<file path="src/csfr_pkg.sv">
// Shared types, constants and helpers of the chained sector file reader.
`default_nettype none

package csfr_pkg;

    // Result kinds
    localparam logic [1:0] KIND_FETCH   = 2'd0;
    localparam logic [1:0] KIND_PAYLOAD = 2'd1;
    localparam logic [1:0] KIND_DONE    = 2'd2;
    localparam logic [1:0] KIND_ERROR   = 2'd3;

    // Fetch sources
    localparam logic TGT_INDEX = 1'b0;
    localparam logic TGT_DATA  = 1'b1;

    // Input commands
    localparam logic CMD_START = 1'b0;
    localparam logic CMD_BYTE  = 1'b1;

    // Register indexes (byte address 4*index)
    localparam logic [1:0] REG_ARCHIVE_ID   = 2'd0;
    localparam logic [1:0] REG_MAX_SIZE     = 2'd1;
    localparam logic [1:0] REG_SECTOR_COUNT = 2'd2;

    localparam int APB_AW = 4;

    // Storage layout
    localparam logic [9:0]  INDEX_BYTES  = 10'd6;
    localparam logic [9:0]  HEADER_BYTES = 10'd8;
    localparam logic [9:0]  PAYLOAD_MAX  = 10'd512;
    localparam logic [25:0] SEEK_LIMIT   = 26'h3C00000;

    localparam int IDX_OFF_W   = 19;
    localparam int QUEUE_DEPTH = 4;

    typedef struct packed {
        logic [7:0]  archive_id;
        logic [23:0] max_size;
        logic [23:0] sector_count;
    } t_cfg;

    typedef struct packed {
        logic                 is_start;
        logic [15:0]          file_id;
        logic [IDX_OFF_W-1:0] index_off;
        logic [7:0]           data_byte;
    } t_item;

    typedef struct packed {
        logic [1:0]  kind;
        logic        target;
        logic [25:0] offset;
        logic [9:0]  length;
        logic [7:0]  payload;
        logic        last;
    } t_result;

    // sector * 520, clamped to the seek limit
    function automatic logic [25:0] sector_offset(input logic [23:0] sector);
        logic [33:0] prod;
        prod = {1'b0, sector, 9'd0} + {7'd0, sector, 3'd0};
        if (prod > {8'd0, SEEK_LIMIT}) begin
            return SEEK_LIMIT;
        end
        return prod[25:0];
    endfunction

    // bytes still owed, capped to one sector payload
    function automatic logic [9:0] chunk_of(input logic [23:0] remain);
        if (remain > {14'd0, PAYLOAD_MAX}) begin
            return PAYLOAD_MAX;
        end
        return remain[9:0];
    endfunction

endpackage

`default_nettype wire

</file>
<file path="src/csfr_if.sv">
// Request and result channel interfaces of the chained sector file reader.
`default_nettype none

interface csfr_in_if;
    logic        valid;
    logic        ready;
    logic        cmd;
    logic [15:0] file_id;
    logic [7:0]  data_byte;

    modport source (output valid, cmd, file_id, data_byte, input ready);
    modport sink (input valid, cmd, file_id, data_byte, output ready);
endinterface

interface csfr_out_if;
    logic        valid;
    logic        ready;
    logic [1:0]  kind;
    logic        target;
    logic [25:0] offset;
    logic [9:0]  length;
    logic [7:0]  payload;
    logic        last;

    modport source (output valid, kind, target, offset, length, payload, last,
                    input ready);
    modport sink (input valid, kind, target, offset, length, payload, last,
                  output ready);
endinterface

`default_nettype wire

</file>
<file path="src/csfr_regs.sv">
// APB register block: archive id, size limit and sector count.
`default_nettype none

module csfr_regs (
    input  wire logic                         i_clk,
    input  wire logic                         i_rst_n,
    input  wire logic                         psel,
    input  wire logic                         penable,
    input  wire logic                         pwrite,
    input  wire logic [csfr_pkg::APB_AW-1:0]  paddr,
    input  wire logic [31:0]                  pwdata,
    output logic [31:0]                       prdata,
    output logic                              pready,
    output csfr_pkg::t_cfg                    o_cfg
);
    import csfr_pkg::*;

    logic [7:0]  r_archive_id;
    logic [23:0] r_max_size;
    logic [23:0] r_sector_count;
    logic        wr_en;
    logic [1:0]  reg_sel;

    assign pready  = 1'b1;
    assign wr_en   = psel & penable & pwrite;
    assign reg_sel = paddr[3:2];

    // register writes in the access phase
    always_ff @(posedge i_clk) begin
        if (!i_rst_n) begin
            r_archive_id   <= 8'd0;
            r_max_size     <= 24'hFFFFFF;
            r_sector_count <= 24'd0;
        end else if (wr_en) begin
            case (reg_sel)
                REG_ARCHIVE_ID:   r_archive_id   <= pwdata[7:0];
                REG_MAX_SIZE:     r_max_size     <= pwdata[23:0];
                REG_SECTOR_COUNT: r_sector_count <= pwdata[23:0];
                default: ;
            endcase
        end
    end

    // read mux
    always_comb begin
        case (reg_sel)
            REG_ARCHIVE_ID:   prdata = {24'd0, r_archive_id};
            REG_MAX_SIZE:     prdata = {8'd0, r_max_size};
            REG_SECTOR_COUNT: prdata = {8'd0, r_sector_count};
            default:          prdata = 32'd0;
        endcase
    end

    assign o_cfg = '{archive_id: r_archive_id, max_size: r_max_size,
                     sector_count: r_sector_count};

endmodule

`default_nettype wire

</file>
<file path="src/csfr_front.sv">
// Front stage: takes requests, classifies them and computes the index offset.
`default_nettype none

module csfr_front (
    input  wire logic            i_clk,
    input  wire logic            i_rst_n,
    input  wire logic            i_valid,
    output logic                 o_ready,
    input  wire logic            i_cmd,
    input  wire logic [15:0]     i_file_id,
    input  wire logic [7:0]      i_data_byte,
    output logic                 o_valid,
    input  wire logic            i_ready,
    output csfr_pkg::t_item      o_item
);
    import csfr_pkg::*;

    logic  r_valid;
    t_item r_item;
    t_item n_item;
    logic  load;

    assign o_ready = !r_valid || i_ready;
    assign load    = i_valid && o_ready;

    // classify; index entry sits at file_id * 6
    always_comb begin
        n_item.is_start  = (i_cmd == CMD_START);
        n_item.file_id   = i_file_id;
        n_item.index_off = {1'b0, i_file_id, 2'b00} + {2'b00, i_file_id, 1'b0};
        n_item.data_byte = i_data_byte;
    end

    always_ff @(posedge i_clk) begin
        if (!i_rst_n) begin
            r_valid <= 1'b0;
        end else if (load) begin
            r_valid <= 1'b1;
        end else if (i_ready) begin
            r_valid <= 1'b0;
        end
    end

    always_ff @(posedge i_clk) begin
        if (load) begin
            r_item <= n_item;
        end
    end

    assign o_valid = r_valid;
    assign o_item  = r_item;

endmodule

`default_nettype wire

</file>
<file path="src/csfr_queue.sv">
// Small FIFO between the front stage and the sequencer.
`default_nettype none

module csfr_queue #(
    parameter int DEPTH = csfr_pkg::QUEUE_DEPTH
) (
    input  wire logic            i_clk,
    input  wire logic            i_rst_n,
    input  wire logic            i_valid,
    output logic                 o_ready,
    input  csfr_pkg::t_item      i_item,
    output logic                 o_valid,
    input  wire logic            i_ready,
    output csfr_pkg::t_item      o_item
);
    import csfr_pkg::*;

    localparam int PW = (DEPTH > 1) ? $clog2(DEPTH) : 1;
    localparam int CW = $clog2(DEPTH + 1);

    t_item       r_mem [DEPTH];
    logic [PW-1:0] r_wr_ptr;
    logic [PW-1:0] r_rd_ptr;
    logic [CW-1:0] r_count;
    logic          push;
    logic          pop;

    assign o_ready = (r_count != CW'(DEPTH));
    assign o_valid = (r_count != '0);
    assign push    = i_valid && o_ready;
    assign pop     = o_valid && i_ready;
    assign o_item  = r_mem[r_rd_ptr];

    // pointers and fill count
    always_ff @(posedge i_clk) begin
        if (!i_rst_n) begin
            r_wr_ptr <= '0;
            r_rd_ptr <= '0;
            r_count  <= '0;
        end else begin
            if (push) begin
                r_wr_ptr <= (r_wr_ptr == PW'(DEPTH - 1)) ? '0 : r_wr_ptr + PW'(1);
            end
            if (pop) begin
                r_rd_ptr <= (r_rd_ptr == PW'(DEPTH - 1)) ? '0 : r_rd_ptr + PW'(1);
            end
            case ({push, pop})
                2'b10:   r_count <= r_count + CW'(1);
                2'b01:   r_count <= r_count - CW'(1);
                default: r_count <= r_count;
            endcase
        end
    end

    always_ff @(posedge i_clk) begin
        if (push) begin
            r_mem[r_wr_ptr] <= i_item;
        end
    end

endmodule

`default_nettype wire

</file>
<file path="src/csfr_back.sv">
// Sequencer: walks index entry, sector headers and payload, emits results.
`default_nettype none

module csfr_back (
    input  wire logic            i_clk,
    input  wire logic            i_rst_n,
    input  csfr_pkg::t_cfg       i_cfg,
    input  wire logic            i_valid,
    output logic                 o_ready,
    input  csfr_pkg::t_item      i_item,
    output logic                 o_valid,
    input  wire logic            i_ready,
    output csfr_pkg::t_result    o_res
);
    import csfr_pkg::*;

    localparam logic [1:0] PH_IDLE    = 2'd0;
    localparam logic [1:0] PH_INDEX   = 2'd1;
    localparam logic [1:0] PH_HEADER  = 2'd2;
    localparam logic [1:0] PH_PAYLOAD = 2'd3;

    logic [1:0]  r_phase, n_phase;
    logic [9:0]  r_idx, n_idx;
    logic [15:0] r_wanted, n_wanted;
    logic [23:0] r_remain, n_remain;
    logic [23:0] r_sector, n_sector;
    logic [15:0] r_part, n_part;
    logic [55:0] r_hdr, n_hdr;
    logic [9:0]  r_chunk, n_chunk;

    logic        r_out_valid;
    t_result     r_out;
    logic        r_pend_valid;
    t_result     r_pend;

    logic        out_free;
    logic        take;
    t_result     res0, res1;
    logic [1:0]  nres;
    logic [55:0] hdr_shift;
    logic [23:0] size_new, sector_new, remain_new;
    logic [15:0] hdr_file, hdr_part;
    logic [10:0] idx_inc;
    logic [9:0]  avail;

    assign out_free = !r_out_valid || i_ready;
    assign take     = i_valid && !r_pend_valid && out_free;
    assign o_ready  = take;

    assign hdr_shift  = {r_hdr[47:0], i_item.data_byte};
    assign size_new   = hdr_shift[47:24];
    assign sector_new = hdr_shift[23:0];
    assign hdr_file   = r_hdr[55:40];
    assign hdr_part   = r_hdr[39:24];
    assign idx_inc    = {1'b0, r_idx} + 11'd1;
    assign remain_new = r_remain - {14'd0, r_chunk};

    // per-item step
    always_comb begin
        n_phase  = r_phase;
        n_idx    = r_idx;
        n_wanted = r_wanted;
        n_remain = r_remain;
        n_sector = r_sector;
        n_part   = r_part;
        n_hdr    = r_hdr;
        n_chunk  = r_chunk;
        res0     = '0;
        res1     = '0;
        nres     = 2'd0;
        avail    = '0;
        if (take) begin
            if (i_item.is_start) begin
                // new read always wins over a running one
                n_wanted    = i_item.file_id;
                n_idx       = '0;
                n_hdr       = '0;
                n_phase     = PH_INDEX;
                res0.kind   = KIND_FETCH;
                res0.target = TGT_INDEX;
                res0.offset = {{(26 - IDX_OFF_W){1'b0}}, i_item.index_off};
                res0.length = INDEX_BYTES;
                res0.last   = 1'b1;
                nres        = 2'd1;
            end else begin
                case (r_phase)
                    PH_INDEX: begin
                        n_hdr = hdr_shift;
                        n_idx = idx_inc[9:0];
                        if (r_idx == INDEX_BYTES - 10'd1) begin
                            n_sector  = sector_new;
                            n_remain  = size_new;
                            n_part    = '0;
                            nres      = 2'd1;
                            res0.last = 1'b1;
                            if (size_new > i_cfg.max_size || sector_new == 24'd0 ||
                                sector_new > i_cfg.sector_count) begin
                                n_phase   = PH_IDLE;
                                res0.kind = KIND_ERROR;
                            end else if (size_new == 24'd0) begin
                                n_phase   = PH_IDLE;
                                res0.kind = KIND_DONE;
                            end else begin
                                avail       = chunk_of(size_new);
                                n_chunk     = avail;
                                n_idx       = '0;
                                n_hdr       = '0;
                                n_phase     = PH_HEADER;
                                res0.kind   = KIND_FETCH;
                                res0.target = TGT_DATA;
                                res0.offset = sector_offset(sector_new);
                                res0.length = avail + HEADER_BYTES;
                            end
                        end
                    end
                    PH_HEADER: begin
                        n_idx = idx_inc[9:0];
                        if (r_idx < HEADER_BYTES - 10'd1) begin
                            n_hdr = hdr_shift;
                        end else if (hdr_file != r_wanted || hdr_part != r_part ||
                                     i_item.data_byte != i_cfg.archive_id ||
                                     r_hdr[23:0] > i_cfg.sector_count) begin
                            n_phase   = PH_IDLE;
                            res0.kind = KIND_ERROR;
                            res0.last = 1'b1;
                            nres      = 2'd1;
                        end else begin
                            n_sector = r_hdr[23:0];
                            n_idx    = '0;
                            n_phase  = PH_PAYLOAD;
                        end
                    end
                    PH_PAYLOAD: begin
                        n_idx        = idx_inc[9:0];
                        res0.kind    = KIND_PAYLOAD;
                        res0.payload = i_item.data_byte;
                        if (idx_inc < {1'b0, r_chunk}) begin
                            res0.last = 1'b1;
                            nres      = 2'd1;
                        end else begin
                            // sector finished: done, broken chain or next fetch
                            res0.last = 1'b0;
                            nres      = 2'd2;
                            n_remain  = remain_new;
                            n_part    = r_part + 16'd1;
                            res1.last = 1'b1;
                            if (remain_new == 24'd0) begin
                                n_phase   = PH_IDLE;
                                res1.kind = KIND_DONE;
                            end else if (r_sector == 24'd0) begin
                                n_phase   = PH_IDLE;
                                res1.kind = KIND_ERROR;
                            end else begin
                                avail       = chunk_of(remain_new);
                                n_chunk     = avail;
                                n_idx       = '0;
                                n_hdr       = '0;
                                n_phase     = PH_HEADER;
                                res1.kind   = KIND_FETCH;
                                res1.target = TGT_DATA;
                                res1.offset = sector_offset(r_sector);
                                res1.length = avail + HEADER_BYTES;
                            end
                        end
                    end
                    default: ;
                endcase
            end
        end
    end

    // control state
    always_ff @(posedge i_clk) begin
        if (!i_rst_n) begin
            r_phase      <= PH_IDLE;
            r_out_valid  <= 1'b0;
            r_pend_valid <= 1'b0;
        end else begin
            r_phase <= n_phase;
            if (take && nres != 2'd0) begin
                r_out_valid  <= 1'b1;
                r_pend_valid <= (nres == 2'd2);
            end else if (r_pend_valid && out_free) begin
                r_out_valid  <= 1'b1;
                r_pend_valid <= 1'b0;
            end else if (i_ready) begin
                r_out_valid <= 1'b0;
            end
        end
    end

    // datapath state and result registers
    always_ff @(posedge i_clk) begin
        r_idx    <= n_idx;
        r_wanted <= n_wanted;
        r_remain <= n_remain;
        r_sector <= n_sector;
        r_part   <= n_part;
        r_hdr    <= n_hdr;
        r_chunk  <= n_chunk;
        if (take && nres != 2'd0) begin
            r_out  <= res0;
            r_pend <= res1;
        end else if (r_pend_valid && out_free) begin
            r_out <= r_pend;
        end
    end

    assign o_valid = r_out_valid;
    assign o_res   = r_out;

endmodule

`default_nettype wire

</file>
<file path="src/chained_sector_file_reader.sv">
// Chained sector file reader: reads a file through an index entry and a
// chain of 520-byte sectors, turning fetched bytes into requests and payload.
// Channels: i_req carries start requests (cmd 0, file_id) and fetched bytes
// (cmd 1, data_byte); o_rsp carries fetch requests, payload bytes, done and
// error results; the APB port sets archive id, size limit and sector count.
// A request accepted on i_req passes the front register, the queue and the
// result register before its first result shows on o_rsp. Throughput: one
// request per cycle while o_rsp is ready; a byte that ends a sector gives two
// results and holds the sequencer until the second is in its output register.
// Reset (synchronous, active low) returns the sequencer to idle and empties
// the queue; the registers go back to archive 0, size limit 0xFFFFFF and
// sector count 0.
// When the receiver stalls, the result register and the spare result hold,
// the 4-deep queue and the front register fill, and then i_req.ready drops.
// The user must write configuration only while no read is in flight; the block itself does not enforce this.
`default_nettype none

module chained_sector_file_reader #(
    parameter int QUEUE_DEPTH = csfr_pkg::QUEUE_DEPTH
) (
    input  wire logic                         i_clk,
    input  wire logic                         i_rst_n,
    csfr_in_if.sink                           i_req,
    csfr_out_if.source                        o_rsp,
    input  wire logic                         psel,
    input  wire logic                         penable,
    input  wire logic                         pwrite,
    input  wire logic [csfr_pkg::APB_AW-1:0]  paddr,
    input  wire logic [31:0]                  pwdata,
    output logic [31:0]                       prdata,
    output logic                              pready
);
    import csfr_pkg::*;

    t_cfg    cfg;
    logic    front_valid, front_ready;
    t_item   front_item;
    logic    q_valid, q_ready;
    t_item   q_item;
    t_result res;

    csfr_regs u_regs (
        .i_clk   (i_clk),
        .i_rst_n (i_rst_n),
        .psel    (psel),
        .penable (penable),
        .pwrite  (pwrite),
        .paddr   (paddr),
        .pwdata  (pwdata),
        .prdata  (prdata),
        .pready  (pready),
        .o_cfg   (cfg)
    );

    csfr_front u_front (
        .i_clk       (i_clk),
        .i_rst_n     (i_rst_n),
        .i_valid     (i_req.valid),
        .o_ready     (i_req.ready),
        .i_cmd       (i_req.cmd),
        .i_file_id   (i_req.file_id),
        .i_data_byte (i_req.data_byte),
        .o_valid     (front_valid),
        .i_ready     (front_ready),
        .o_item      (front_item)
    );

    csfr_queue #(
        .DEPTH (QUEUE_DEPTH)
    ) u_queue (
        .i_clk   (i_clk),
        .i_rst_n (i_rst_n),
        .i_valid (front_valid),
        .o_ready (front_ready),
        .i_item  (front_item),
        .o_valid (q_valid),
        .i_ready (q_ready),
        .o_item  (q_item)
    );

    csfr_back u_back (
        .i_clk   (i_clk),
        .i_rst_n (i_rst_n),
        .i_cfg   (cfg),
        .i_valid (q_valid),
        .o_ready (q_ready),
        .i_item  (q_item),
        .o_valid (o_rsp.valid),
        .i_ready (o_rsp.ready),
        .o_res   (res)
    );

    assign o_rsp.kind    = res.kind;
    assign o_rsp.target  = res.target;
    assign o_rsp.offset  = res.offset;
    assign o_rsp.length  = res.length;
    assign o_rsp.payload = res.payload;
    assign o_rsp.last    = res.last;

endmodule

`default_nettype wire
</file>
<file path="src/flat_wrapper.sv">
// flat-port wrapper written by rule: the top's interface ports become plain ports
module chained_sector_file_reader_flat import csfr_pkg::*;
#(
    parameter int QUEUE_DEPTH = csfr_pkg::QUEUE_DEPTH
)
  (i_clk, i_rst_n, psel, penable, pwrite, paddr, pwdata, prdata, pready, i_req_valid, i_req_cmd, i_req_file_id, i_req_data_byte, i_req_ready, o_rsp_valid, o_rsp_kind, o_rsp_target, o_rsp_offset, o_rsp_length, o_rsp_payload, o_rsp_last, o_rsp_ready);
  csfr_in_if i_req_i ();
  csfr_out_if o_rsp_i ();
  input  wire logic i_clk;
  input  wire logic i_rst_n;
  input  wire logic psel;
  input  wire logic penable;
  input  wire logic pwrite;
  input  wire logic [csfr_pkg::APB_AW-1:0] paddr;
  input  wire logic [31:0] pwdata;
  output logic [31:0] prdata;
  output logic pready;
  input wire logic [$bits(i_req_i.valid)-1:0] i_req_valid;
  input wire logic [$bits(i_req_i.cmd)-1:0] i_req_cmd;
  input wire logic [$bits(i_req_i.file_id)-1:0] i_req_file_id;
  input wire logic [$bits(i_req_i.data_byte)-1:0] i_req_data_byte;
  output wire logic [$bits(i_req_i.ready)-1:0] i_req_ready;
  output wire logic [$bits(o_rsp_i.valid)-1:0] o_rsp_valid;
  output wire logic [$bits(o_rsp_i.kind)-1:0] o_rsp_kind;
  output wire logic [$bits(o_rsp_i.target)-1:0] o_rsp_target;
  output wire logic [$bits(o_rsp_i.offset)-1:0] o_rsp_offset;
  output wire logic [$bits(o_rsp_i.length)-1:0] o_rsp_length;
  output wire logic [$bits(o_rsp_i.payload)-1:0] o_rsp_payload;
  output wire logic [$bits(o_rsp_i.last)-1:0] o_rsp_last;
  input wire logic [$bits(o_rsp_i.ready)-1:0] o_rsp_ready;
  assign i_req_i.valid = i_req_valid;
  assign i_req_i.cmd = i_req_cmd;
  assign i_req_i.file_id = i_req_file_id;
  assign i_req_i.data_byte = i_req_data_byte;
  assign i_req_ready = i_req_i.ready;
  assign o_rsp_valid = o_rsp_i.valid;
  assign o_rsp_kind = o_rsp_i.kind;
  assign o_rsp_target = o_rsp_i.target;
  assign o_rsp_offset = o_rsp_i.offset;
  assign o_rsp_length = o_rsp_i.length;
  assign o_rsp_payload = o_rsp_i.payload;
  assign o_rsp_last = o_rsp_i.last;
  assign o_rsp_i.ready = o_rsp_ready;
  chained_sector_file_reader #(.QUEUE_DEPTH(QUEUE_DEPTH)) u_core (.i_clk(i_clk), .i_rst_n(i_rst_n), .i_req(i_req_i), .o_rsp(o_rsp_i), .psel(psel), .penable(penable), .pwrite(pwrite), .paddr(paddr), .pwdata(pwdata), .prdata(prdata), .pready(pready));
endmodule
</file>
<file path="config.mk">
export PLATFORM = sky130hd
export DESIGN_NAME = chained_sector_file_reader_flat
export DESIGN_NICKNAME = d
export VERILOG_FILES = /design/src/csfr_pkg.sv /design/src/csfr_if.sv /design/src/csfr_regs.sv /design/src/csfr_front.sv /design/src/csfr_queue.sv /design/src/csfr_back.sv /design/src/chained_sector_file_reader.sv /design/src/flat_wrapper.sv
export SDC_FILE = /design/constraint.sdc
export NUM_CORES = 1
export LEC_CHECK = 0
export ABC_AREA = 1
export BUFFER_PORTS_ARGS = -buffer_cell sky130_fd_sc_hd__buf_2
export CAP_MARGIN = 20
export CELL_PAD_IN_SITES_DETAIL_PLACEMENT = 0
export CELL_PAD_IN_SITES_GLOBAL_PLACEMENT = 1
export CORE_AREA = 2 2 260 262
export CTS_BUF_LIST = sky130_fd_sc_hd__clkbuf_8
export CTS_CLUSTER_SIZE = 40
export DETAILED_ROUTE_END_ITERATION = 10
export DIE_AREA = 0 0 262 264
export GPL_ROUTABILITY_DRIVEN = 0
export GPL_TIMING_DRIVEN = 0
export PLACE_DENSITY_LB_ADDON = 0.3
export SLEW_MARGIN = 20
export SYNTH_ARGS = -nofsm -noshare
export SYNTH_HDL_FRONTEND = slang
export SYNTH_SLANG_ARGS = --single-unit
</file>
<file path="constraint.sdc">
create_clock -name i_clk -period 6.4 [get_ports i_clk]
set_input_delay 0.32 -clock i_clk [delete_from_list [all_inputs] [get_ports i_clk]]
set_output_delay 0.32 -clock i_clk [all_outputs]
set_load 0.03 [all_outputs]
</file>
Yosys cells after proc, flatten, opt, wreduce, memory -nomap -nowiden
Memories as Yosys holds them, arrays and structs flattened. A register that Yosys moved wholly into a read port is not among the register bits.
Index checks and enable logic that the tools add are counted.
Storage, ports and cells
  memories: 1
  register bits: 356
  input bits: 68
  output and inout port bits: 83
  logic and storage cells: 274
  RAM bits: 176
Cells by class
  bitwise operators: 6
  reductions and logical operators: 45
  magnitude comparators: 9
  equal/unequal tests: 29
  add/subtract/negate cells: 12
  muxes and demuxes: 139
Memory list
  u_core.u_queue.r_mem: depth 4, bits a word 44, read ports 1, clocked after Yosys merged registers in 1, wr ports 1, RTL line csfr_queue.sv:21  | t_item r_mem [DEPTH];
Operator list (count)
  56-bit two-way mux: 7
  10-bit two-way mux: 30
  56-bit one-hot mux with 3 select lines: 1
  37-bit two-way mux: 4
  48-bit two-way mux: 3
  24-bit two-way mux: 5
  26-bit two-way mux: 4
  24-bit zero test: 4
  24-bit one-hot mux with 2 select lines: 2
  39-bit two-way mux: 2
  24-bit > comparator: 3
  24-bit one-hot mux with 3 select lines: 1
  33-bit by 27-bit adder with 34-bit output: 2
  34-bit by 26-bit > comparator with 1-bit output, second input constant: 2
  24-bit by 10-bit > comparator with 1-bit output, second input constant: 2
  1-bit two-way mux: 46
  2-bit two-way mux: 22
  16-bit two-way mux: 2
  16-bit inequality test: 2
  16-bit one-hot mux with 2 select lines: 1
  10-bit one-hot mux with 3 select lines: 1
  24-bit by 10-bit subtractor with 24-bit output: 1
  10-bit by 4-bit adder with 10-bit output, second input constant: 2
  10-bit one-hot mux with 2 select lines: 1
  other kinds (36): 90

Logic depth before layout (Yosys ltp)
Gate-level depths: netlist of run 1.
  depth in word-level cells: 23
  gate-level depth with buffers: 26
  mapped depth without buffers: 24

Hierarchy
A second synthesis of run 1 with hierarchy kept.
Second synthesis, totals
  cell total of the unflattened synthesis: 3456
  area total of the unflattened synthesis: 29852.4 sq um
Modules (own cells, without submodules)
  csfr_back: cells each 2309, area each 17847.1 sq um, seq. area each 7317.0 sq um, times used 1
  csfr_queue: cells each 494, area each 7098.1 sq um, seq. area each 5465.2 sq um, times used 1
  csfr_regs: cells each 410, area each 2610.0 sq um, seq. area each 1121.1 sq um, times used 1
  csfr_front: cells each 243, area each 2297.2 sq um, seq. area each 1281.2 sq um, times used 1

Worst setup path after synthesis of run 1
No wires, ideal clock.
  kind: register -> register
  start point: register (tool-made name)
  end point: register u_core.u_back.r_hdr[0], enable pin
  setup time: 488 ps
  cell stages (with the launch flop): 10
  period minus slack after synthesis: 5160 ps
  slack: 1240 ps
  required time: 5912 ps
  arrival time: 4671 ps
  path buffers: 3
  cells stage by stage: dfxtp_1 -> inv_2 -> buf_4 -> a32oi_2 -> inv_1 -> nor2_1 -> buf_2 -> buf_2 -> a31oi_1 -> a21oi_1
RTL lines
  end signal, assigned: RTL line csfr_back.sv:199  | r_hdr <= n_hdr;
  end, declared: RTL line csfr_back.sv:28  | logic [55:0] r_hdr, n_hdr;

==> results.py, run 1 <==
metrics = {
    "floorplan": {
        "core_um2": 66600,
        "std_cell_rows": 95,
        "initial_core_util_pct": 42.5,
        "io_pins": 151,
        "die_width_um": 262,
        "die_outline_area_um2": 69200,
        "floorplan.die.height_um": 264,
    },
    "yosys": {
        "yosysTopAreaCellShare_pct": 47.8,
        "synth_largest_area_cell": "edfxtp_1",
        "synth_top_cells_by_area": "edfxtp_1, nand2_1, ha_1",
        "synth_cells": 3162,
        "synth.ff_latch_count": 520,
        "syn_std_cell_area_um2": 28300,
        "synth-seq-area-share_pct": 52.7,
        "postSynthAreaPerCell_um2": 8.94,
        "yosys_warnings": 0,
        "unique_cell_type_count_in_the_yosys_netlist": 52,
    },
    "global_route": {
        "grt_use_total_pct": 24.5,
        "grt_pass1_vias": 22600,
        "grt-ovfl-total": 0,
        "grt_antenna_before_repair": 7,
        "global_route_wire_length_before_repair_um": 129000,
        "grt_max_degree": 47,
    },
    "cts": {
        "htree_levels": 3,
        "num_clock_sinks": 520,
        "cts_buffer_depth": 3,
        "cts-buffers-inserted": 89,
        "tritoncts_clock_tree": "built",
        "clkTransAtPathRegs_ns": 0.06,
        "clockRootBuffer": "clkbuf_8",
        "cts.repair_timing.setup_buffer_count": 0,
        "worst_skew_pair.late_latency_ns": 0.70,
    },
    "timing": {
        "top_achievable_clock_speed_mhz": 218,
        "timing.slew.headroom_pct": 26.4,
        "fin_worst_skew_ns": 0.0434,
        "total_count_of_hold_check_failures_in_the_final_report": 0,
        "final-max-slew-violation-count": 0,
        "finalCritPeriodShare_pct": 71.6,
        "post-route-min-period_ns": 4.58,
        "finalSetupViolations": 0,
        "rsz_0062_raised_after_global_routing": "no",
        "worstMarginPinSlew_ns": 1.10,
    },
    "worst_setup_path": {
        "reg2reg_depth": 20,
        "r2r_setup_slack_ns": 1.82,
        "critPathKind": "reg2reg",
        "maximum_net_fanout_on_the_critical_path": 10,
        "end_of_the_worst_register_to_register_path": "u_core.u_back.o_res[42]$_DFFE_PP_",
        "cp-endpoint": "u_core.u_back.o_res[42]$_DFFE_PP_",
        "cp_data_arrival_time_ns": 4.97,
        "critical_path.endpoint_type": "flop",
        "worstSetupStartpointType": "flop",
        "cp.required_ns": 6.78,
    },
    "finish": {
        "finish.instance_area_um2": 32500,
        "area_growth_syn_to_layout_pct": 15.1,
        "final_nets": 3684,
        "drive_gt1_share_pct": 10.1,
        "number_of_fill_cells_in_the_layout": 6344,
    },
    "route": {
        "remaining_drc_errors": 0,
        "initialDrtViolationCount": 1862,
        "num_vias": 23300,
        "drt-vias-per-instance": 5.30,
        "drt_first_pass_iters": 6,
        "post_drt_wl_per_cell_um": 19.4,
        "postRouteAntennaNets": 0,
        "wirelength_um": 85300,
    },
    "place": {
        "place.detailed.hpwl_um": 65000,
        "post_dp_cell_area_um2": 30400,
        "placement.io_buffers": 129,
    },
    "min_path": {
        "hold_path_class": "in2reg",
        "worstHoldPathCells": 3,
    },
    "pwr": {
        "p_leak_nw": 13.8,
        "power_per_standard_cell_area_nw_per_um2": 458,
        "total_power_mw": 14.9,
        "peakVddDrop_v": 0.000227,
    },
    "status": {
        "outcome": "finished clean",
    },
    "job": {
        "cap_viol_max_count": 0,
    },
}
[stage by stage]
| stage | hold WS, ns | setup TNS (ns) | instances | util [%] | setup slack [ns] |
|---|---|---|---|---|---|
| 6_report | 0.0681 | 0 | 4404 | 48.9 | 1.82 |
| 5_1_grt | 0.0950 | 0 | 4404 | 48.9 | 1.55 |
| 4_1_cts | 0.0185 | 0 | 4402 | 48.9 | 1.79 |
| 3_5_place_dp | 0.474 | 0 | 4187 | 45.7 | 1.86 |
| 3_3_place_gp | 0.464 | -77.19 | 4172 | 45.1 | -1.39 |
| 2_1_floorplan | 0.419 | 0 | 3170 | - | 1.24 |
[cell usage after synthesis (all sizes together)]
library cell and number:
o22ai 34, o211ai 26, or2 4, and3 4, a32oi 1, o211a 1
dfxtp 70, and2 2, ha 155, a2111oi 1, o32ai 1, a21oi 177
xor2 35, nor3 40, o21ai 185, conb 2, nand4 65, a21boi 2
inv 389, o21a 5, a211oi 3, a22oi 16, nand3b 19, a31oi 4
o21bai 7, buf 47, o31ai 2, nand3 139, clkbuf 46, fa 5
a21o 2, or4 1, clkinv 1, o221ai 7, nand2 737, xnor2 44
nor4 17, nor2 416, edfxtp 450
[area by class of cell]
| type | count | area (µm²) | area share, % |
|---|---|---|---|
| Antenna cell | 2 | 5.00 | 0.0154 |
| Buffer | 93 | 464 | 1.43 |
| Clock buffer | 93 | 1280 | 3.93 |
| Clock inverter | 71 | 354 | 1.09 |
| Inverter | 390 | 1460 | 4.50 |
| Multi-Input combinational cell | 2167 | 11500 | 35.4 |
| Sequential cell | 520 | 14900 | 45.8 |
| Tap cell | 873 | 1090 | 3.36 |
| Timing Repair Buffer | 195 | 1440 | 4.42 |
[timing repair]
item,CTS,global route
resized for setup,0,0
hold buffers,51,0
hold endpoints to repair,85,0
[per-layer routing]
metal | wire, µm | GRT usage, % | share of wire, %
met5 | 46 | 0 | 0.054
met1 | 36500 | 31.9 | 43
met3 | 4680 | 3.18 | 5.5
met4 | 3460 | 10.4 | 4.1
met2 | 40600 | 40.8 | 48
[report_power, final]
part           switching [mW]  internal [mW]
Clock                    1.40           1.40
Sequential              0.667           4.92
Combinational            4.55           1.99
Total                    6.62           8.30
[logic make-up (layout without fill, tap and decap cells)]
kind of cell	count (synthesis)	after routing	share of synthesized area, %
compound gates	474	474	9.29
xor+xnor	79	79	2.45
fa+ha+maj	160	160	7.21
buf+inv	483	842	6.82
flops	520	520	52.7
other cells	2	12	0.0266
simple gates	1444	1444	21.5
[sequential cells by signal (all words and copies together), names as in the netlist, 3 cells and up, named ones only]
name / flops
u_core.u_back.o_res: 47
u_core.u_back.r_chunk: 10
u_core.u_back.r_hdr: 56
u_core.u_back.r_idx: 10
u_core.u_back.r_part: 16
u_core.u_back.r_pend: 37
u_core.u_back.r_remain: 24
u_core.u_back.r_sector: 24
u_core.u_back.r_wanted: 16
u_core.u_front.o_item: 42
u_core.u_queue.r_count: 3
u_core.u_queue.r_mem: 168
u_core.u_regs.r_archive_id: 8
u_core.u_regs.r_max_size: 24
u_core.u_regs.r_sector_count: 24
[how the worst min path moves through the flow]
| stage | start | to | slack (ns) |
|---|---|---|---|
| global route | i_rst_n | u_core.u_regs.r_sector_count[1]$_SDFFE_PN0P_ | 0.09 |
| floorplan | i_req_data_byte[0] | u_core.u_front.o_item[0]$_DFFE_PP_ | 0.42 |
| CTS | i_rst_n | u_core.u_regs.r_sector_count[4]$_SDFFE_PN0P_ | 0.02 |
| detailed placement | u_core.u_back.r_pend_valid$_SDFFE_PN0P_ | u_core.u_back.r_pend_valid$_SDFFE_PN0P_ | 0.47 |
| global placement | u_core.u_front.o_item[26]$_DFFE_PP_ | u_core.u_queue.r_mem[1][26]$_DFFE_PP_ | 0.46 |
| finish | i_rst_n | u_core.u_regs.r_sector_count[4]$_SDFFE_PN0P_ | 0.07 |
[worst max-delay path, cell delays in order, from the launching register on]
cell	delay, ns
dfxtp_1	0.47
buf_2	0.31
nand3_1	0.17
nand2_2	0.18
inv_2	0.10
ha_1	0.26
fa_1	0.50
nand3_1	0.14
nand2_1	0.16
nand2_1	0.10
nand2_1	0.12
xor2_1	0.18
nor2_1	0.11
nand2_1	0.08
nor2_1	0.11
nand2_1	0.08
nand3_1	0.08
nand3_1	0.28
clkbuf_1	0.35
o21ai_0	0.39
nand2_1	0.12
[placed cells by master, fill, tap and decap left out, drive strengths merged, types with 34 or more instances in the layout]
cell / instances
dfxtp: 70
inv: 412
xnor2: 44
xor2: 35
nand4: 65
o21ai: 185
nand3: 139
clkinv: 42
nand2: 737
nor2: 416
o22ai: 34
buf: 191
ha: 155
clkbuf: 139
edfxtp: 450
nor3: 40
dlygate4sd3: 51
a21oi: 177
No activity file was read; power rests on OpenSTA's default activity.
==> run 2, diff against run 1 <==
==> constraint.sdc (replaced) <==
create_clock -name i_clk -period 4.8 [get_ports i_clk]
set_input_delay 0.24 -clock i_clk [delete_from_list [all_inputs] [get_ports i_clk]]
set_output_delay 0.24 -clock i_clk [all_outputs]
set_load 0.03 [all_outputs]
==> run 2 against run 1 <==
  * Wire length down 0.29%
  * Combinational power increased by 34%
  * Worst hold slack got worse by 0.011 ns
  * Power is 37% higher
  * Utilization increased by 0.38 points
  * Sequential share of layout area shrank 0.36 points
  * Final area is 0.78% higher
  * Setup slack worse by 1.5 ns
  * Clock skew is 0.0064 ns lower
  * Fmax grew 1.3%
  * Non-clock buffer count grew 2
==> results.py, run 2 (same netlist as run 1, synthesis figures left out) <==
metrics = {
    "global_route": {
        "grt_antenna_before_repair": 7,
        "grt-ovfl-total": 0,
        "grt_pass1_vias": 22500,
        "global_route_wire_length_before_repair_um": 129000,
        "grt_max_degree": 47,
        "grt_use_total_pct": 24.5,
    },
    "timing": {
        "fin_setup_tns_ns": 0,
        "top_achievable_clock_speed_mhz": 221,
        "finalCritPeriodShare_pct": 94.2,
        "timing.slew.headroom_pct": 25.8,
        "post-route-min-period_ns": 4.52,
        "final-max-slew-violation-count": 0,
        "total_count_of_hold_check_failures_in_the_final_report": 0,
        "fin_worst_skew_ns": 0.0371,
        "rsz_0062_raised_after_global_routing": "no",
        "worstMarginPinSlew_ns": 1.11,
        "post-route-worst-setup-slack_ns": 0.277,
        "finalSetupViolations": 0,
    },
    "min_path": {
        "hold_path_startpoint": "pwrite",
        "holdPathEnd": "u_core.u_regs.r_max_size[0]$_SDFFE_PN1P_",
        "worstHoldPathCells": 4,
        "hold_path_class": "in2reg",
    },
    "cts": {
        "tritoncts_clock_tree": "built",
        "num_clock_sinks": 520,
        "worst_skew_pair.late_latency_ns": 0.70,
        "cts.repair_timing.setup_buffer_count": 0,
        "clkTransAtPathRegs_ns": 0.07,
        "cts-buffers-inserted": 90,
        "clockRootBuffer": "clkbuf_8",
        "htree_levels": 3,
        "cts_buffer_depth": 3,
    },
    "route": {
        "drt_first_pass_iters": 7,
        "num_vias": 23100,
        "initialDrtViolationCount": 1736,
        "postRouteAntennaNets": 0,
        "drt-vias-per-instance": 5.25,
        "remaining_drc_errors": 0,
        "post_drt_wl_per_cell_um": 19.3,
        "wirelength_um": 85100,
    },
    "job": {
        "cap_viol_max_count": 0,
    },
    "worst_setup_path": {
        "r2r_setup_slack_ns": 0.28,
        "reg2reg_depth": 20,
        "cp_data_arrival_time_ns": 4.92,
        "maximum_net_fanout_on_the_critical_path": 10,
        "critical_path.endpoint_type": "flop",
        "worstSetupStartpointType": "flop",
        "critPathKind": "reg2reg",
        "cp.required_ns": 5.20,
        "end_of_the_worst_register_to_register_path": "u_core.u_back.o_res[44]$_DFFE_PP_",
    },
    "pwr": {
        "peakVddDrop_v": 0.000286,
        "power_per_standard_cell_area_nw_per_um2": 621,
        "p_leak_nw": 13.9,
    },
    "finish": {
        "registers.top_by_ff_count": "u_core.u_queue.r_mem",
        "commonest_non_fill_non_tap_cell_in_the_layout": "nand2_1",
        "most-common-layout-cells": "nand2_1, edfxtp_1, inv_1, nor2_1",
        "finish.instance_area_um2": 32800,
        "final_nets": 3687,
        "drive_gt1_share_pct": 10.1,
        "largest_register_ff_count": 168,
        "area_growth_syn_to_layout_pct": 16.0,
    },
    "status": {
        "outcome": "finished clean",
    },
    "floorplan": {
        "die_outline_area_um2": 69200,
        "floorplan.die.height_um": 264,
        "die_width_um": 262,
        "io_pins": 151,
        "core_um2": 66600,
        "initial_core_util_pct": 42.5,
        "std_cell_rows": 95,
    },
    "place": {
        "post_dp_cell_area_um2": 30400,
        "place_ws_ns": 0.219,
        "place.detailed.hpwl_um": 65400,
        "placement.io_buffers": 129,
    },
}
[run 2: changes by cell type in the layout (fill, tap and decap cells not counted), sizes merged]
| cell | before | now |
|---|---|---|
| clkinv | 42 | 37 |
| inv | 412 | 418 |
| clkinvlp | 6 | 1 |
| bufinv | 1 | 9 |
| dlygate4sd3 | 51 | 53 |
| clkbuf | 139 | 136 |
[run 2: how the worst max path moves through the flow]
| stage | to |
|---|---|
| finish | u_core.u_back.o_res[44]$_DFFE_PP_ |
| CTS | u_core.u_back.o_res[42]$_DFFE_PP_ |
| global placement | u_core.u_back.r_hdr[47]$_SDFFCE_PP0P_ |
| detailed placement | u_core.u_back.o_res[42]$_DFFE_PP_ |
| global route | u_core.u_back.o_res[44]$_DFFE_PP_ |
| floorplan | u_core.u_back.r_hdr[0]$_SDFFCE_PP0P_ |
[run 2: per-layer routing]
metal / up-vias / share of wire [%] / global-route usage, %
met5: - / 0.056 / 0
met4: 8 / 3.6 / 9.44
met3: 178 / 5.7 / 3.96
met2: 718 / 49 / 41.6
met1: 10900 / 42 / 31.3
li1: 11300 / - / -
[run 2: per-stage QoR]
stage | hold slack (ns) | cells | total power [mW] | util, %
3_3_place_gp | 0.419 | 4172 | 15.8 | 45.1
6_report | 0.0567 | 4407 | 20.4 | 49.3
2_1_floorplan | 0.339 | 3170 | 13.1 | -
5_1_grt | 0.0779 | 4406 | 21.8 | 49.3
4_1_cts | 0.00364 | 4405 | 20.4 | 49.3
3_5_place_dp | 0.424 | 4187 | 16.1 | 45.7
[run 2: power by group]
group          internal, mW  switching, mW  total [mW]
Clock                  2.27           1.91        4.18
Sequential             6.56          0.889        7.45
Combinational          2.65           6.09        8.74
Total                  11.5           8.89        20.4
[run 2: critical path, cell delays in order, from the launching register on]
cell and delay, ns:
dfxtp_1 0.46, buf_2 0.31, nand3_1 0.16, nand2_2 0.17, inv_2 0.10, ha_1 0.25, fa_1 0.50, nand3_1 0.13
nand2_1 0.15, nand2_1 0.09, nand2_1 0.13, xor2_1 0.19, nor2_1 0.11, nand2_1 0.09, nor2_1 0.09, nand2_1 0.06
nand3_1 0.10, nand3_1 0.34, clkbuf_2 0.34, o21ai_0 0.32, nand2_1 0.13
[run 2: timing repair]
item	4_1_cts	5_1_grt
gates resized for setup	0	5
setup endpoints to repair	0	23
hold buffers	53	0
hold endpoints to repair	85	0
[run 2: cell type report]
type	instances	area (µm²)
tap	873	1090
fill	6312	33800
sequential	520	14900
buffer	93	465
clock buffer	90	1240
inverter	390	1460
timing repair buffer	197	1480
clock inverter	75	601
antenna	2	5.00
multi-input combinational	2167	11500
==> run 3, diff against run 2 <==
--- a/config.mk
+++ b/config.mk
@@ -10,11 +10,11 @@
 export CAP_MARGIN = 20
 export CELL_PAD_IN_SITES_DETAIL_PLACEMENT = 0
 export CELL_PAD_IN_SITES_GLOBAL_PLACEMENT = 1
-export CORE_AREA = 2 2 260 262
+export CORE_AREA = 2 2 244 246
 export CTS_BUF_LIST = sky130_fd_sc_hd__clkbuf_8
 export CTS_CLUSTER_SIZE = 40
 export DETAILED_ROUTE_END_ITERATION = 10
-export DIE_AREA = 0 0 262 264
+export DIE_AREA = 0 0 246 248
 export GPL_ROUTABILITY_DRIVEN = 0
 export GPL_TIMING_DRIVEN = 0
 export PLACE_DENSITY_LB_ADDON = 0.3
==> run 3 against run 2 <==
  * Via count is 1.3% higher
  * Highest routed layer unchanged
  * Clock skew is 0.0094 ns lower
  * Non-clock buffer count is 1 lower
  * Critical path type unchanged
  * Utilization is 6.4 points higher
  * Worst hold slack worse by 0.014 ns
  * First-iteration DRC count is 23% higher
  * Clock-buffer cell count is 3 higher
  * Clock power is 5% lower
  * Wire length is 1.7% lower
==> results.py, run 3 (same netlist as run 1, synthesis figures left out) <==
metrics = {
    "finish": {
        "largest_register_ff_count": 168,
        "most-common-layout-cells": "nand2_1, edfxtp_1, inv_1, nor2_1, o21ai_0",
        "number_of_fill_cells_in_the_layout": 5213,
        "registers.top_by_ff_count": "u_core.u_queue.r_mem",
        "area_growth_syn_to_layout_pct": 15.2,
        "seqCellArea_um2": 14900,
        "commonest_non_fill_non_tap_cell_in_the_layout": "nand2_1",
        "final_cells": 4300,
        "drive_gt1_share_pct": 10.0,
        "multi_input_area_um2": 11500,
        "final_nets": 3682,
    },
    "timing": {
        "fin_setup_tns_ns": 0,
        "worstMarginPinSlew_ns": 1.09,
        "timing.slew.headroom_pct": 26.7,
        "finalCritPeriodShare_pct": 95.7,
        "post-route-min-period_ns": 4.59,
        "top_achievable_clock_speed_mhz": 218,
        "rsz_0062_raised_after_global_routing": "no",
        "final-max-slew-violation-count": 0,
        "finalSetupViolations": 0,
        "total_count_of_hold_check_failures_in_the_final_report": 0,
        "fin_worst_skew_ns": 0.0277,
    },
    "cts": {
        "clockRootBuffer": "clkbuf_8",
        "htree_levels": 3,
        "tritoncts_clock_tree": "built",
        "cts.repair_timing.setup_buffer_count": 0,
        "cts_buffer_depth": 3,
        "cts-buffers-inserted": 86,
        "num_clock_sinks": 520,
        "clkTransAtPathRegs_ns": 0.07,
        "worst_skew_pair.late_latency_ns": 0.69,
    },
    "route": {
        "post_drt_wl_per_cell_um": 19.5,
        "drt_first_pass_iters": 6,
        "initialDrtViolationCount": 2137,
        "drt-vias-per-instance": 5.45,
        "wirelength_um": 83700,
        "remaining_drc_errors": 0,
        "num_vias": 23400,
        "postRouteAntennaNets": 0,
    },
    "worst_setup_path": {
        "cp_data_arrival_time_ns": 4.97,
        "maximum_net_fanout_on_the_critical_path": 25,
        "critical_path.endpoint_type": "flop",
        "cp.required_ns": 5.17,
        "critPathKind": "reg2reg",
        "worstSetupStartpointType": "flop",
    },
    "floorplan": {
        "std_cell_rows": 89,
        "core_um2": 58500,
        "io_pins": 151,
        "die_outline_area_um2": 61000,
        "initial_core_util_pct": 48.4,
        "floorplan.die.height_um": 248,
        "die_width_um": 246,
    },
    "global_route": {
        "grt_max_degree": 48,
        "grt_use_total_pct": 27.3,
        "grt-ovfl-total": 0,
        "global_route_wire_length_before_repair_um": 127000,
        "grt_pass1_vias": 22800,
        "grt_antenna_before_repair": 6,
    },
    "place": {
        "numPlacedInstances": 4087,
        "place.detailed.hpwl_um": 63500,
        "placement.io_buffers": 129,
    },
    "pwr": {
        "p_leak_nw": 13.9,
        "peakVddDrop_v": 0.000427,
        "power_per_standard_cell_area_nw_per_um2": 620,
    },
    "job": {
        "cap_viol_max_count": 0,
    },
    "status": {
        "outcome": "finished clean",
    },
    "min_path": {
        "hold_path_class": "in2reg",
    },
}
## run 3: area by class of cell
cell class | instances | area share (%)
clock buffer | 93 | 3.93
clock inverter | 64 | 1.37
timing repair buffer | 196 | 4.59
antenna | 4 | 0.0307
inverter | 390 | 4.49
buffer | 93 | 1.44
sequential | 520 | 45.8
tap | 773 | 2.97
multi-input combinational | 2167 | 35.4
## run 3: worst max-delay path: stages, from the launching register on
cell and delay [ns]:
dfxtp_1 0.47, inv_2 0.15, buf_4 0.21, a32oi_2 0.85
inv_1 0.30, nor2_1 0.38, buf_2 0.28, buf_2 0.54
a31oi_1 0.16, a21oi_4 0.62, buf_16 0.25
## run 3: repair_timing
item,CTS,global route
hold endpoints to repair,85,0
resized for setup,1,4
cloned,0,0
hold buffers,52,0
setup endpoints to repair,1,4
## run 3: path summary, 6_finish.rpt
check / to / cells past startpoint / startpoint / slack [ns]
hold reg to reg: u_core.u_queue.r_mem[0][24]$_DFFE_PP_ / 0 / u_core.u_front.o_item[24]$_DFFE_PP_ / 0.48
hold / removal: u_core.u_regs.r_max_size[0]$_SDFFE_PN1P_ / 4 / penable / 0.04
setup reg to reg: u_core.u_back.r_hdr[48]$_SDFFCE_PP0P_ / 10 / flop / 0.21
setup / recovery: u_core.u_back.r_hdr[48]$_SDFFCE_PP0P_ / 10 / flop / 0.21
## run 3: power breakdown
part / switching, mW / internal (mW) / leakage [nW]
Clock: 1.87 / 2.12 / 0.973
Sequential: 0.891 / 6.56 / 4.80
Combinational: 6.12 / 2.63 / 8.08
## run 3: metrics by stage
stage | instance area, µm² | hold WS (ns) | utilization, % | power (mW) | setup slack [ns]
floorplan | 28300 | 0.339 | - | 13.1 | 0.819
global placement | 29900 | 0.419 | 51.2 | 15.8 | -1.07
detailed placement | 30300 | 0.419 | 51.9 | 16.1 | -0.000161
CTS | 32600 | 0.0122 | 55.7 | 20.2 | 0.183
global route | 32600 | 0.0649 | 55.7 | 21.5 | 0.0223
finish | 32600 | 0.0429 | 55.7 | 20.2 | 0.209
## run 3: per-layer routing
| layer | GRT usage (%) | share of wire (%) |
|---|---|---|
| met1 | 34.3 | 41 |
| met3 | 4.16 | 6.8 |
| met5 | 0 | 0.038 |
| met4 | 12.1 | 4.1 |
| met2 | 46.8 | 48 |
